File: src/rtl/srrw_pkg.sv
`timescale 1ns / 1ps
`default_nettype none
// ---------------------------------------------------------------------------
// srrw_pkg
// Shared types and constants for the selective-repeat receive window.
// ---------------------------------------------------------------------------
package srrw_pkg;
  localparam int WINDOW_DEF   = 256;
  localparam int ACK_BITS_DEF = 128;
  localparam int FORCE_COUNT  = 8;
  localparam logic [3:0]  ACK_EVERY_RST = 4'd2;
  localparam logic [15:0] IDLE_TICKS_RST = 16'd100;

  localparam logic OP_DATA = 1'b0;
  localparam logic OP_TICK = 1'b1;

  localparam logic KIND_STATUS = 1'b0;
  localparam logic KIND_ACK    = 1'b1;

  localparam logic [1:0] ST_IN_ORDER  = 2'd0;
  localparam logic [1:0] ST_OUT_ORDER = 2'd1;
  localparam logic [1:0] ST_DUP       = 2'd2;
  localparam logic [1:0] ST_BEYOND    = 2'd3;

  localparam logic REG_ACK_EVERY  = 1'b0;
  localparam logic REG_IDLE_TICKS = 1'b1;

  typedef enum logic [3:0] {
    S_CLEAR, S_IDLE, S_MARK, S_WALK_RD, S_WALK, S_STATUS,
    S_ACK_RD, S_ACK_GATHER, S_ACK_OUT
  } state_t;

  typedef struct packed {
    logic [3:0]  ack_every;
    logic [15:0] idle_ack_ticks;
  } cfg_t;
endpackage
`default_nettype wire

File: src/rtl/srrw_ram.sv
`timescale 1ns / 1ps
`default_nettype none
// ---------------------------------------------------------------------------
// srrw_ram
// Generic simple dual-port (one write, one read) synchronous RAM with registered read.
// ---------------------------------------------------------------------------
module srrw_ram #(
  parameter int WIDTH = 1,
  parameter int DEPTH = 256
) (
  input  wire logic                     clk,
  input  wire logic                     we,
  input  wire logic [$clog2(DEPTH)-1:0] waddr,
  input  wire logic [WIDTH-1:0]         wdata,
  input  wire logic [$clog2(DEPTH)-1:0] raddr,
  output      logic [WIDTH-1:0]         rdata
);
  logic [WIDTH-1:0] mem [DEPTH];

  always_ff @(posedge clk) begin
    if (we) begin
      mem[waddr] <= wdata;
    end
    rdata <= mem[raddr];
  end
endmodule
`default_nettype wire

File: src/rtl/srrw_cfg.sv
`timescale 1ns / 1ps
`default_nettype none
// ---------------------------------------------------------------------------
// srrw_cfg
// APB-style configuration registers.
// ---------------------------------------------------------------------------
module srrw_cfg (
  input  wire logic         clk,
  input  wire logic         rst_n,
  input  wire logic         psel,
  input  wire logic         penable,
  input  wire logic         pwrite,
  input  wire logic [2:0]   paddr,
  input  wire logic [31:0]  pwdata,
  output      logic [31:0]  prdata,
  output      logic         pready,
  output      srrw_pkg::cfg_t cfg
);
  import srrw_pkg::*;

  cfg_t cfg_r, cfg_nxt;
  logic wr;

  assign pready = 1'b1;
  assign wr = psel && penable && pwrite && (paddr[1:0] == 2'b00);
  assign cfg = cfg_r;

  always_comb begin
    cfg_nxt = cfg_r;
    if (wr) begin
      case (paddr[2])
        REG_ACK_EVERY:  cfg_nxt.ack_every = pwdata[3:0];
        REG_IDLE_TICKS: cfg_nxt.idle_ack_ticks = pwdata[15:0];
        default: cfg_nxt = cfg_r;
      endcase
    end
  end

  always_comb begin
    case (paddr[2])
      REG_ACK_EVERY:  prdata = {28'd0, cfg_r.ack_every};
      REG_IDLE_TICKS: prdata = {16'd0, cfg_r.idle_ack_ticks};
      default:        prdata = 32'd0;
    endcase
  end

  always_ff @(posedge clk) begin
    if (!rst_n) begin
      cfg_r <= '{ack_every: ACK_EVERY_RST, idle_ack_ticks: IDLE_TICKS_RST};
    end else begin
      cfg_r <= cfg_nxt;
    end
  end
endmodule
`default_nettype wire

File: src/rtl/srrw_ctrl.sv
`timescale 1ns / 1ps
`default_nettype none
// ---------------------------------------------------------------------------
// srrw_ctrl
// Sequencer: marks, walks the base over the bitmap RAM, emits results.
// ---------------------------------------------------------------------------
module srrw_ctrl #(
  parameter int WINDOW   = srrw_pkg::WINDOW_DEF,
  parameter int ACK_BITS = srrw_pkg::ACK_BITS_DEF
) (
  input  wire logic                      clk,
  input  wire logic                      rst_n,
  input  wire srrw_pkg::cfg_t            cfg,
  input  wire logic                      start,
  input  wire logic                      in_op,
  input  wire logic [31:0]               in_seq,
  output      logic                      busy,
  output      logic                      mem_we,
  output      logic [$clog2(WINDOW)-1:0] mem_waddr,
  output      logic                      mem_wdata,
  output      logic [$clog2(WINDOW)-1:0] mem_raddr,
  input  wire logic                      mem_rdata,
  output      logic                      out_valid,
  output      logic                      out_kind,
  output      logic [1:0]                out_status,
  output      logic [8:0]                out_released,
  output      logic [31:0]               out_ack_base,
  output      logic [63:0]               out_bitmap_word,
  output      logic                      out_word_index,
  output      logic                      out_last
);
  import srrw_pkg::*;

  localparam int AW = $clog2(WINDOW);
  localparam int NB = (ACK_BITS < WINDOW) ? ACK_BITS : WINDOW;
  localparam int NW = (ACK_BITS + 63) / 64;
  localparam int RW = $clog2(WINDOW + 1);

  state_t       state_r, state_nxt;
  logic [31:0]  base_r, base_nxt;
  logic [31:0]  seq_r, seq_nxt;
  logic [3:0]   unack_r, unack_nxt;
  logic [15:0]  idle_r, idle_nxt;
  logic [1:0]   stat_r, stat_nxt;
  logic [RW-1:0] rel_r, rel_nxt;
  logic [AW:0]  cnt_r, cnt_nxt;
  logic [6:0]   bit_r, bit_nxt;
  logic [0:0]   widx_r, widx_nxt;
  logic [63:0]  word_r, word_nxt;
  logic         ack_r, ack_nxt;
  logic [31:0]  diff;
  logic [7:0]   bpos;
  logic [3:0]   force_val;

  assign diff = in_seq - base_r;
  assign bpos = {1'b0, widx_r, 6'd0} + {1'b0, bit_r};
  assign force_val = (cfg.ack_every > 4'(FORCE_COUNT)) ? cfg.ack_every : 4'(FORCE_COUNT);
  assign busy = (state_r != S_IDLE);

  always_comb begin
    state_nxt = state_r; base_nxt = base_r; seq_nxt = seq_r;
    unack_nxt = unack_r; idle_nxt = idle_r; stat_nxt = stat_r;
    rel_nxt = rel_r; cnt_nxt = cnt_r; bit_nxt = bit_r; widx_nxt = widx_r;
    word_nxt = word_r; ack_nxt = ack_r;
    mem_we = 1'b0; mem_waddr = cnt_r[AW-1:0]; mem_wdata = 1'b0;
    mem_raddr = base_r[AW-1:0];
    out_valid = 1'b0; out_kind = KIND_STATUS; out_status = stat_r;
    out_released = 9'(rel_r); out_ack_base = base_r; out_bitmap_word = 64'd0;
    out_word_index = 1'b0; out_last = 1'b1;
    case (state_r)
      S_CLEAR: begin
        mem_we = 1'b1;
        cnt_nxt = cnt_r + 1'b1;
        if (cnt_r == (AW+1)'(WINDOW - 1)) begin
          state_nxt = S_IDLE;
        end
      end
      S_IDLE: begin
        if (start) begin
          if (in_op == OP_TICK) begin
            idle_nxt = (idle_r == 16'hFFFF) ? idle_r : idle_r + 1'b1;
            if (idle_nxt >= cfg.idle_ack_ticks) begin
              ack_nxt = 1'b0; widx_nxt = '0; bit_nxt = '0; word_nxt = '0;
              state_nxt = S_ACK_RD;
            end
          end else if (in_seq < base_r) begin
            if (unack_r == 4'd0) unack_nxt = force_val;
            stat_nxt = ST_DUP; rel_nxt = '0; ack_nxt = 1'b0;
            state_nxt = S_STATUS;
          end else if (diff >= 32'(WINDOW)) begin
            stat_nxt = ST_BEYOND; rel_nxt = '0; ack_nxt = 1'b0;
            state_nxt = S_STATUS;
          end else begin
            seq_nxt = in_seq;
            stat_nxt = (in_seq == base_r) ? ST_IN_ORDER : ST_OUT_ORDER;
            rel_nxt = '0;
            state_nxt = S_MARK;
          end
        end
      end
      S_MARK: begin
        mem_we = 1'b1; mem_waddr = seq_r[AW-1:0]; mem_wdata = 1'b1;
        state_nxt = S_WALK_RD;
      end
      S_WALK_RD: begin
        state_nxt = S_WALK;
      end
      S_WALK: begin
        if (mem_rdata && rel_r < RW'(WINDOW)) begin
          mem_we = 1'b1; mem_waddr = base_r[AW-1:0]; mem_wdata = 1'b0;
          base_nxt = base_r + 1'b1;
          rel_nxt = rel_r + 1'b1;
          state_nxt = S_WALK_RD;
        end else begin
          unack_nxt = (unack_r < 4'd15) ? unack_r + 1'b1 : unack_r;
          ack_nxt = (unack_nxt >= cfg.ack_every) || (seq_r > base_r);
          if (ack_nxt) unack_nxt = 4'd0;
          state_nxt = S_STATUS;
        end
      end
      S_STATUS: begin
        out_valid = 1'b1; out_last = !ack_r;
        if (ack_r) begin
          widx_nxt = '0; bit_nxt = '0; word_nxt = '0;
          state_nxt = S_ACK_RD;
        end else begin
          state_nxt = S_IDLE;
        end
      end
      S_ACK_RD: begin
        mem_raddr = AW'(base_r + 32'(bpos));
        state_nxt = S_ACK_GATHER;
      end
      S_ACK_GATHER: begin
        if (32'(bpos) < 32'(NB)) begin
          word_nxt[6'd63 - bit_r[5:0]] = mem_rdata;
        end
        bit_nxt = bit_r + 1'b1;
        if (bit_r == 7'd63) begin
          state_nxt = S_ACK_OUT;
        end else begin
          state_nxt = S_ACK_RD;
        end
      end
      S_ACK_OUT: begin
        out_valid = 1'b1; out_kind = KIND_ACK; out_status = ST_IN_ORDER;
        out_released = 9'd0; out_bitmap_word = word_r;
        out_word_index = widx_r[0];
        out_last = (widx_r == 1'(NW - 1));
        idle_nxt = 16'd0;
        if (widx_r == 1'(NW - 1)) begin
          state_nxt = S_IDLE;
        end else begin
          widx_nxt = widx_r + 1'b1; bit_nxt = '0; word_nxt = '0;
          state_nxt = S_ACK_RD;
        end
      end
      default: state_nxt = S_IDLE;
    endcase
  end

  always_ff @(posedge clk) begin
    if (!rst_n) begin
      state_r <= S_CLEAR; base_r <= '0; unack_r <= '0; idle_r <= '0;
      cnt_r <= '0; ack_r <= 1'b0;
    end else begin
      state_r <= state_nxt; base_r <= base_nxt; unack_r <= unack_nxt;
      idle_r <= idle_nxt; cnt_r <= cnt_nxt; ack_r <= ack_nxt;
    end
  end

  always_ff @(posedge clk) begin
    seq_r <= seq_nxt; stat_r <= stat_nxt; rel_r <= rel_nxt;
    bit_r <= bit_nxt; widx_r <= widx_nxt; word_r <= word_nxt;
  end
endmodule
`default_nettype wire

File: src/rtl/selective_repeat_receive_window.sv
`timescale 1ns / 1ps
`default_nettype none
// ---------------------------------------------------------------------------
// selective_repeat_receive_window
// Receiver window of a selective-repeat transport with ack bitmap.
//
// Input: a request is taken when start is high and busy is low; in_op
// selects data packet or millisecond tick, in_seq_number the sequence.
// Results come out one per cycle where marked by out_valid; out_last marks
// the final result of a request. The receiver cannot stall.
// The received bitmap lives in a WINDOW x 1 RAM. A data packet's status
// result follows its mark write and one RAM read per base step.
// Each 64-bit ack word is gathered with one RAM read per bit.
// Out-of-window and duplicate packets give their status in the cycle after
// acceptance. busy drops the cycle after the last result of a request.
// After reset a clearing pass sweeps every RAM address; busy stays
// high meanwhile. Configuration over the cfg_ APB port: register 0
// ack_every at 0x0, register 1 idle_ack_ticks at 0x4.
// ---------------------------------------------------------------------------
module selective_repeat_receive_window #(
  parameter int WINDOW   = srrw_pkg::WINDOW_DEF,
  parameter int ACK_BITS = srrw_pkg::ACK_BITS_DEF
) (
  input  wire logic        clk,
  input  wire logic        rst_n,
  input  wire logic        start,
  output      logic        busy,
  input  wire logic        in_op,
  input  wire logic [31:0] in_seq_number,
  output      logic        out_valid,
  output      logic        out_kind,
  output      logic [1:0]  out_status,
  output      logic [8:0]  out_released,
  output      logic [31:0] out_ack_base,
  output      logic [63:0] out_bitmap_word,
  output      logic        out_word_index,
  output      logic        out_last,
  input  wire logic        cfg_psel,
  input  wire logic        cfg_penable,
  input  wire logic        cfg_pwrite,
  input  wire logic [2:0]  cfg_paddr,
  input  wire logic [31:0] cfg_pwdata,
  output      logic [31:0] cfg_prdata,
  output      logic        cfg_pready
);
  import srrw_pkg::*;

  localparam int AW = $clog2(WINDOW);

  cfg_t          cfg;
  logic          mem_we, mem_wdata, mem_rdata;
  logic [AW-1:0] mem_waddr, mem_raddr;

  srrw_cfg u_cfg (
    .clk(clk), .rst_n(rst_n), .psel(cfg_psel), .penable(cfg_penable),
    .pwrite(cfg_pwrite), .paddr(cfg_paddr), .pwdata(cfg_pwdata),
    .prdata(cfg_prdata), .pready(cfg_pready), .cfg(cfg)
  );

  srrw_ram #(.WIDTH(1), .DEPTH(WINDOW)) u_map (
    .clk(clk), .we(mem_we), .waddr(mem_waddr), .wdata(mem_wdata),
    .raddr(mem_raddr), .rdata(mem_rdata)
  );

  srrw_ctrl #(.WINDOW(WINDOW), .ACK_BITS(ACK_BITS)) u_ctrl (
    .clk(clk), .rst_n(rst_n), .cfg(cfg), .start(start), .in_op(in_op),
    .in_seq(in_seq_number), .busy(busy), .mem_we(mem_we),
    .mem_waddr(mem_waddr), .mem_wdata(mem_wdata), .mem_raddr(mem_raddr),
    .mem_rdata(mem_rdata), .out_valid(out_valid), .out_kind(out_kind),
    .out_status(out_status), .out_released(out_released),
    .out_ack_base(out_ack_base), .out_bitmap_word(out_bitmap_word),
    .out_word_index(out_word_index), .out_last(out_last)
  );
endmodule
`default_nettype wire
File: config.mk
export PLATFORM = sky130hd
export DESIGN_NAME = selective_repeat_receive_window
export DESIGN_NICKNAME = d
export VERILOG_FILES = /design/src/rtl/srrw_pkg.sv /design/src/rtl/srrw_ram.sv /design/src/rtl/srrw_cfg.sv /design/src/rtl/srrw_ctrl.sv /design/src/rtl/selective_repeat_receive_window.sv
export SDC_FILE = /design/constraint.sdc
export NUM_CORES = 1
export LEC_CHECK = 0
export BUFFER_PORTS_ARGS = -buffer_cell sky130_fd_sc_hd__buf_2
export CAP_MARGIN = 10
export CORE_MARGIN = 1.5
export CORE_UTILIZATION = 25
export CTS_CLUSTER_SIZE = 25
export DETAILED_ROUTE_END_ITERATION = 10
export GPL_TIMING_DRIVEN = 0
export PLACE_DENSITY = 0.53
export SYNTH_ARGS = -nofsm -noshare
export SYNTH_HDL_FRONTEND = slang
export SYNTH_SLANG_ARGS = --single-unit
File: constraint.sdc
create_clock -name clk -period 9.1 [get_ports clk]
set_input_delay 0.91 -clock clk [delete_from_list [all_inputs] [get_ports clk]]
set_output_delay 0.91 -clock clk [all_outputs]
set_load 0.005 [all_outputs]
==> out/summary.txt <==
DP Cell Count - 4,003
cell taking the most area after synthesis - edfxtp_1
worst min path class - flop to flop
worst slack at placement - 3.44 ns
# fillers - 10.6k
worst rel slew slack - 25.3%
Final Hold Vio Count - 0
post-DR vias/cell - 4.77
io pins - 219
max cap viols - 0
WP data required - 9.41 ns
Syn Std Cell Area - 25,700 µm²
crit end category - flop
setup ws final - 3.48 ns
antenna violations before repair - 15
Mapped Avg Cell Area - 10.6 µm²
Detailed Route Iter0 Violations - 1,466
critical setup path kind - flop to flop
clk buf depth - 3
RSZ-0062 raised after global routing - false
Initial Utilization - 25.2%
top-count cell post-synth - edfxtp_1
Synth cell types - 93
final non-filler cell total - 4,102
final setup vio count - 0
Remaining DRCs - 0
CTS Buf Count - 52
ys flop type - edfxtp_1
status - completed
area grow syn2layout - 18.0%
per-cell routed wire length - 19.1 µm
core area - 102,000 µm²
Worst Setup Start Kind - flop
Pre-Repair DR Iteration Count - 5
worst-skew pair later-pin latency - 0.61 ns
Clock Skews - 0.0132 ns
# port buffers - 184
EDFF count, synth - 371
Final Cycle Share - 61.8%
pwr dens - 146 nW/µm²
share of the synthesized area in the top cell type - 43.4%
worst path arrival time - 5.93 ns
CTS root buf - clkbuf_16
first-pass GRT wire length - 119,000 µm
largest net degree at the start of global routing - 30
Die ar. - 105,000 µm²
FF+latch count, synth - 458
WL final - 78,300 µm
VDD IR max - 0.142 mV
Clock transition at path regs - 0.06 ns
share of layout cells above drive strength 1 - 16.6%
Least-Margin Pin Slew - 1.09 ns
Yosys warnings - 0
minimum clock period - 5.62 ns
post-synthesis sequential area ratio - 50.2%
CTS resizes - 0
CTS tree - yes
largest cells by area after synthesis - edfxtp_1 43%, dfxtp_1 6.8%, mux4_2 5.6%, nor2_1 5.0%, ha_1 4.9%
gr usage total - 14.8%
commonest cells in the netlist - 371 x edfxtp_1, 345 x nor2_1, 163 x nand2_1, 144 x and2_1, 142 x a21oi_1
vias in the first global route - 19.3k
number of nets in the layout - 2,865
Final Max Slew Viols - 0
total grt overflow - 0
Post-synth ARST share - 0%
CTS sink cnt - 458
Die Ht - 323 µm
post-CTS setup buffers - 0
hold-fix buffers at CTS - 0
CTS H-tree depth - 2
num rows - 117
Placer Congestion - 0.815
DRT antenna net count - 0
via count - 19.6k
Crit Path Max Fanout - 25
fmax - 178 MHz
Post-DP HPWL - 57,000 µm
cell count after synthesis - 2,421
Die Wd - 323 µm
cell leakage power - 10.3 nW
[routing by layer]
layer / routed length (µm) / track usage [%]
met1: 34900 / 19.9
met2: 36200 / 24.1
met3: 5470 / 3.26
met4: 1630 / 3.70
met5: 110 / 0
[kinds of logic after synthesis]
family	share of synthesized area (%)
other	0.0293
AO/OA/AOI/OAI	11.0
adder cells (fa/ha/maj)	5.03
flip-flops	50.2
XOR/XNOR	2.53
multiplexers	8.66
AND/OR/NAND/NOR	18.6
buffers and inverters	3.93
[sequential cells by signal (all words and copies together), names as in the netlist]
signal	cells
u_ctrl.idle_r	16
u_ctrl.rel_r	9
u_ctrl.ack_r	1
u_ctrl.widx_r	1
u_ctrl.unack_r	4
u_cfg.cfg	20
u_ctrl.state_r	4
u_map.rdata	1
u_ctrl.stat_r	2
u_ctrl.out_ack_base	32
u_ctrl.cnt_r	9
u_ctrl.seq_r	32
u_ctrl.bit_r	7
u_map.mem	256
u_ctrl.word_r	64
[critical path, cell delays in order, from the launching register on]
cell and delay, ns:
dfxtp_1 0.35, ha_1 0.24, and3_1 0.20, nand3_1 0.16, nor2_1 0.08, and2_1 0.19, nand2b_1 0.11, clkbuf_1 0.41
mux2_2 0.42, ha_1 0.28, a21o_1 0.11, a21o_1 0.10, a21o_1 0.12, a21o_1 0.12, a2111oi_0 0.15, o21ai_0 0.27
a31oi_1 0.15, nor2b_1 0.63, a21boi_4 0.72, buf_12 0.27, buf_12 0.21
[final timing paths]
kind | depth (start not counted) | from | endpoint | slack [ns]
worst min register to register | 2 | u_cfg.cfg[13] | u_cfg.cfg[13] | 0.48
worst min-delay path | 2 | u_cfg.cfg[13] | u_cfg.cfg[13] | 0.48
worst max register to register | 20 | u_ctrl.idle_r[0] | u_ctrl.word_r[38] | 3.48
worst max-delay path | 20 | u_ctrl.idle_r[0] | u_ctrl.word_r[38] | 3.48
[layout by cell type (no fill, tap or decap), types with 100 or more instances in the layout]
cell type	Yosys	final
nor2_1	345	344
and2_1	144	144
o21ai_0	110	110
a21oi_1	142	142
nand2_1	163	163
edfxtp_1	371	371
nand3_1	121	121
clkbuf_1	92	105
buf_2	36	220
ha_1	100	100
[through the flow]
step	instance area, µm²	setup TNS, ns	util, %	total power [mW]	hold slack (ns)
final	30300	0	29.8	4.44	0.481
after global routing	30300	0	29.8	4.58	0.479
after CTS	30300	0	29.8	4.49	0.463
after detailed placement	28700	0	28.2	2.49	0.475
after global placement	28400	-496.91	27.9	2.49	0.474
after floorplan	25700	0	-	2.41	0.452
[power by group]
part           total [mW]  leakage (nW)  switching (mW)  internal [mW]
clock network        1.99         0.778           0.874           1.12
registers            2.24          3.78         0.00290           2.24
logic               0.204          5.75           0.133         0.0710
total                4.44          10.3            1.01           3.43
[cell type report]
cell class                 instances  area, µm²  area share (%)
buffer                           159        743            2.45
clock inverter                    26        158           0.521
antenna                            3       7.51          0.0248
sequential                       458      12900            42.5
inverter                          71        267           0.880
clock buffer                      70       1420            4.69
timing repair buffer             199       1240            4.08
multi-input combinational       1748      11900            39.2
tap                             1368       1710            5.65
Power figures use the tool's default switching activity.
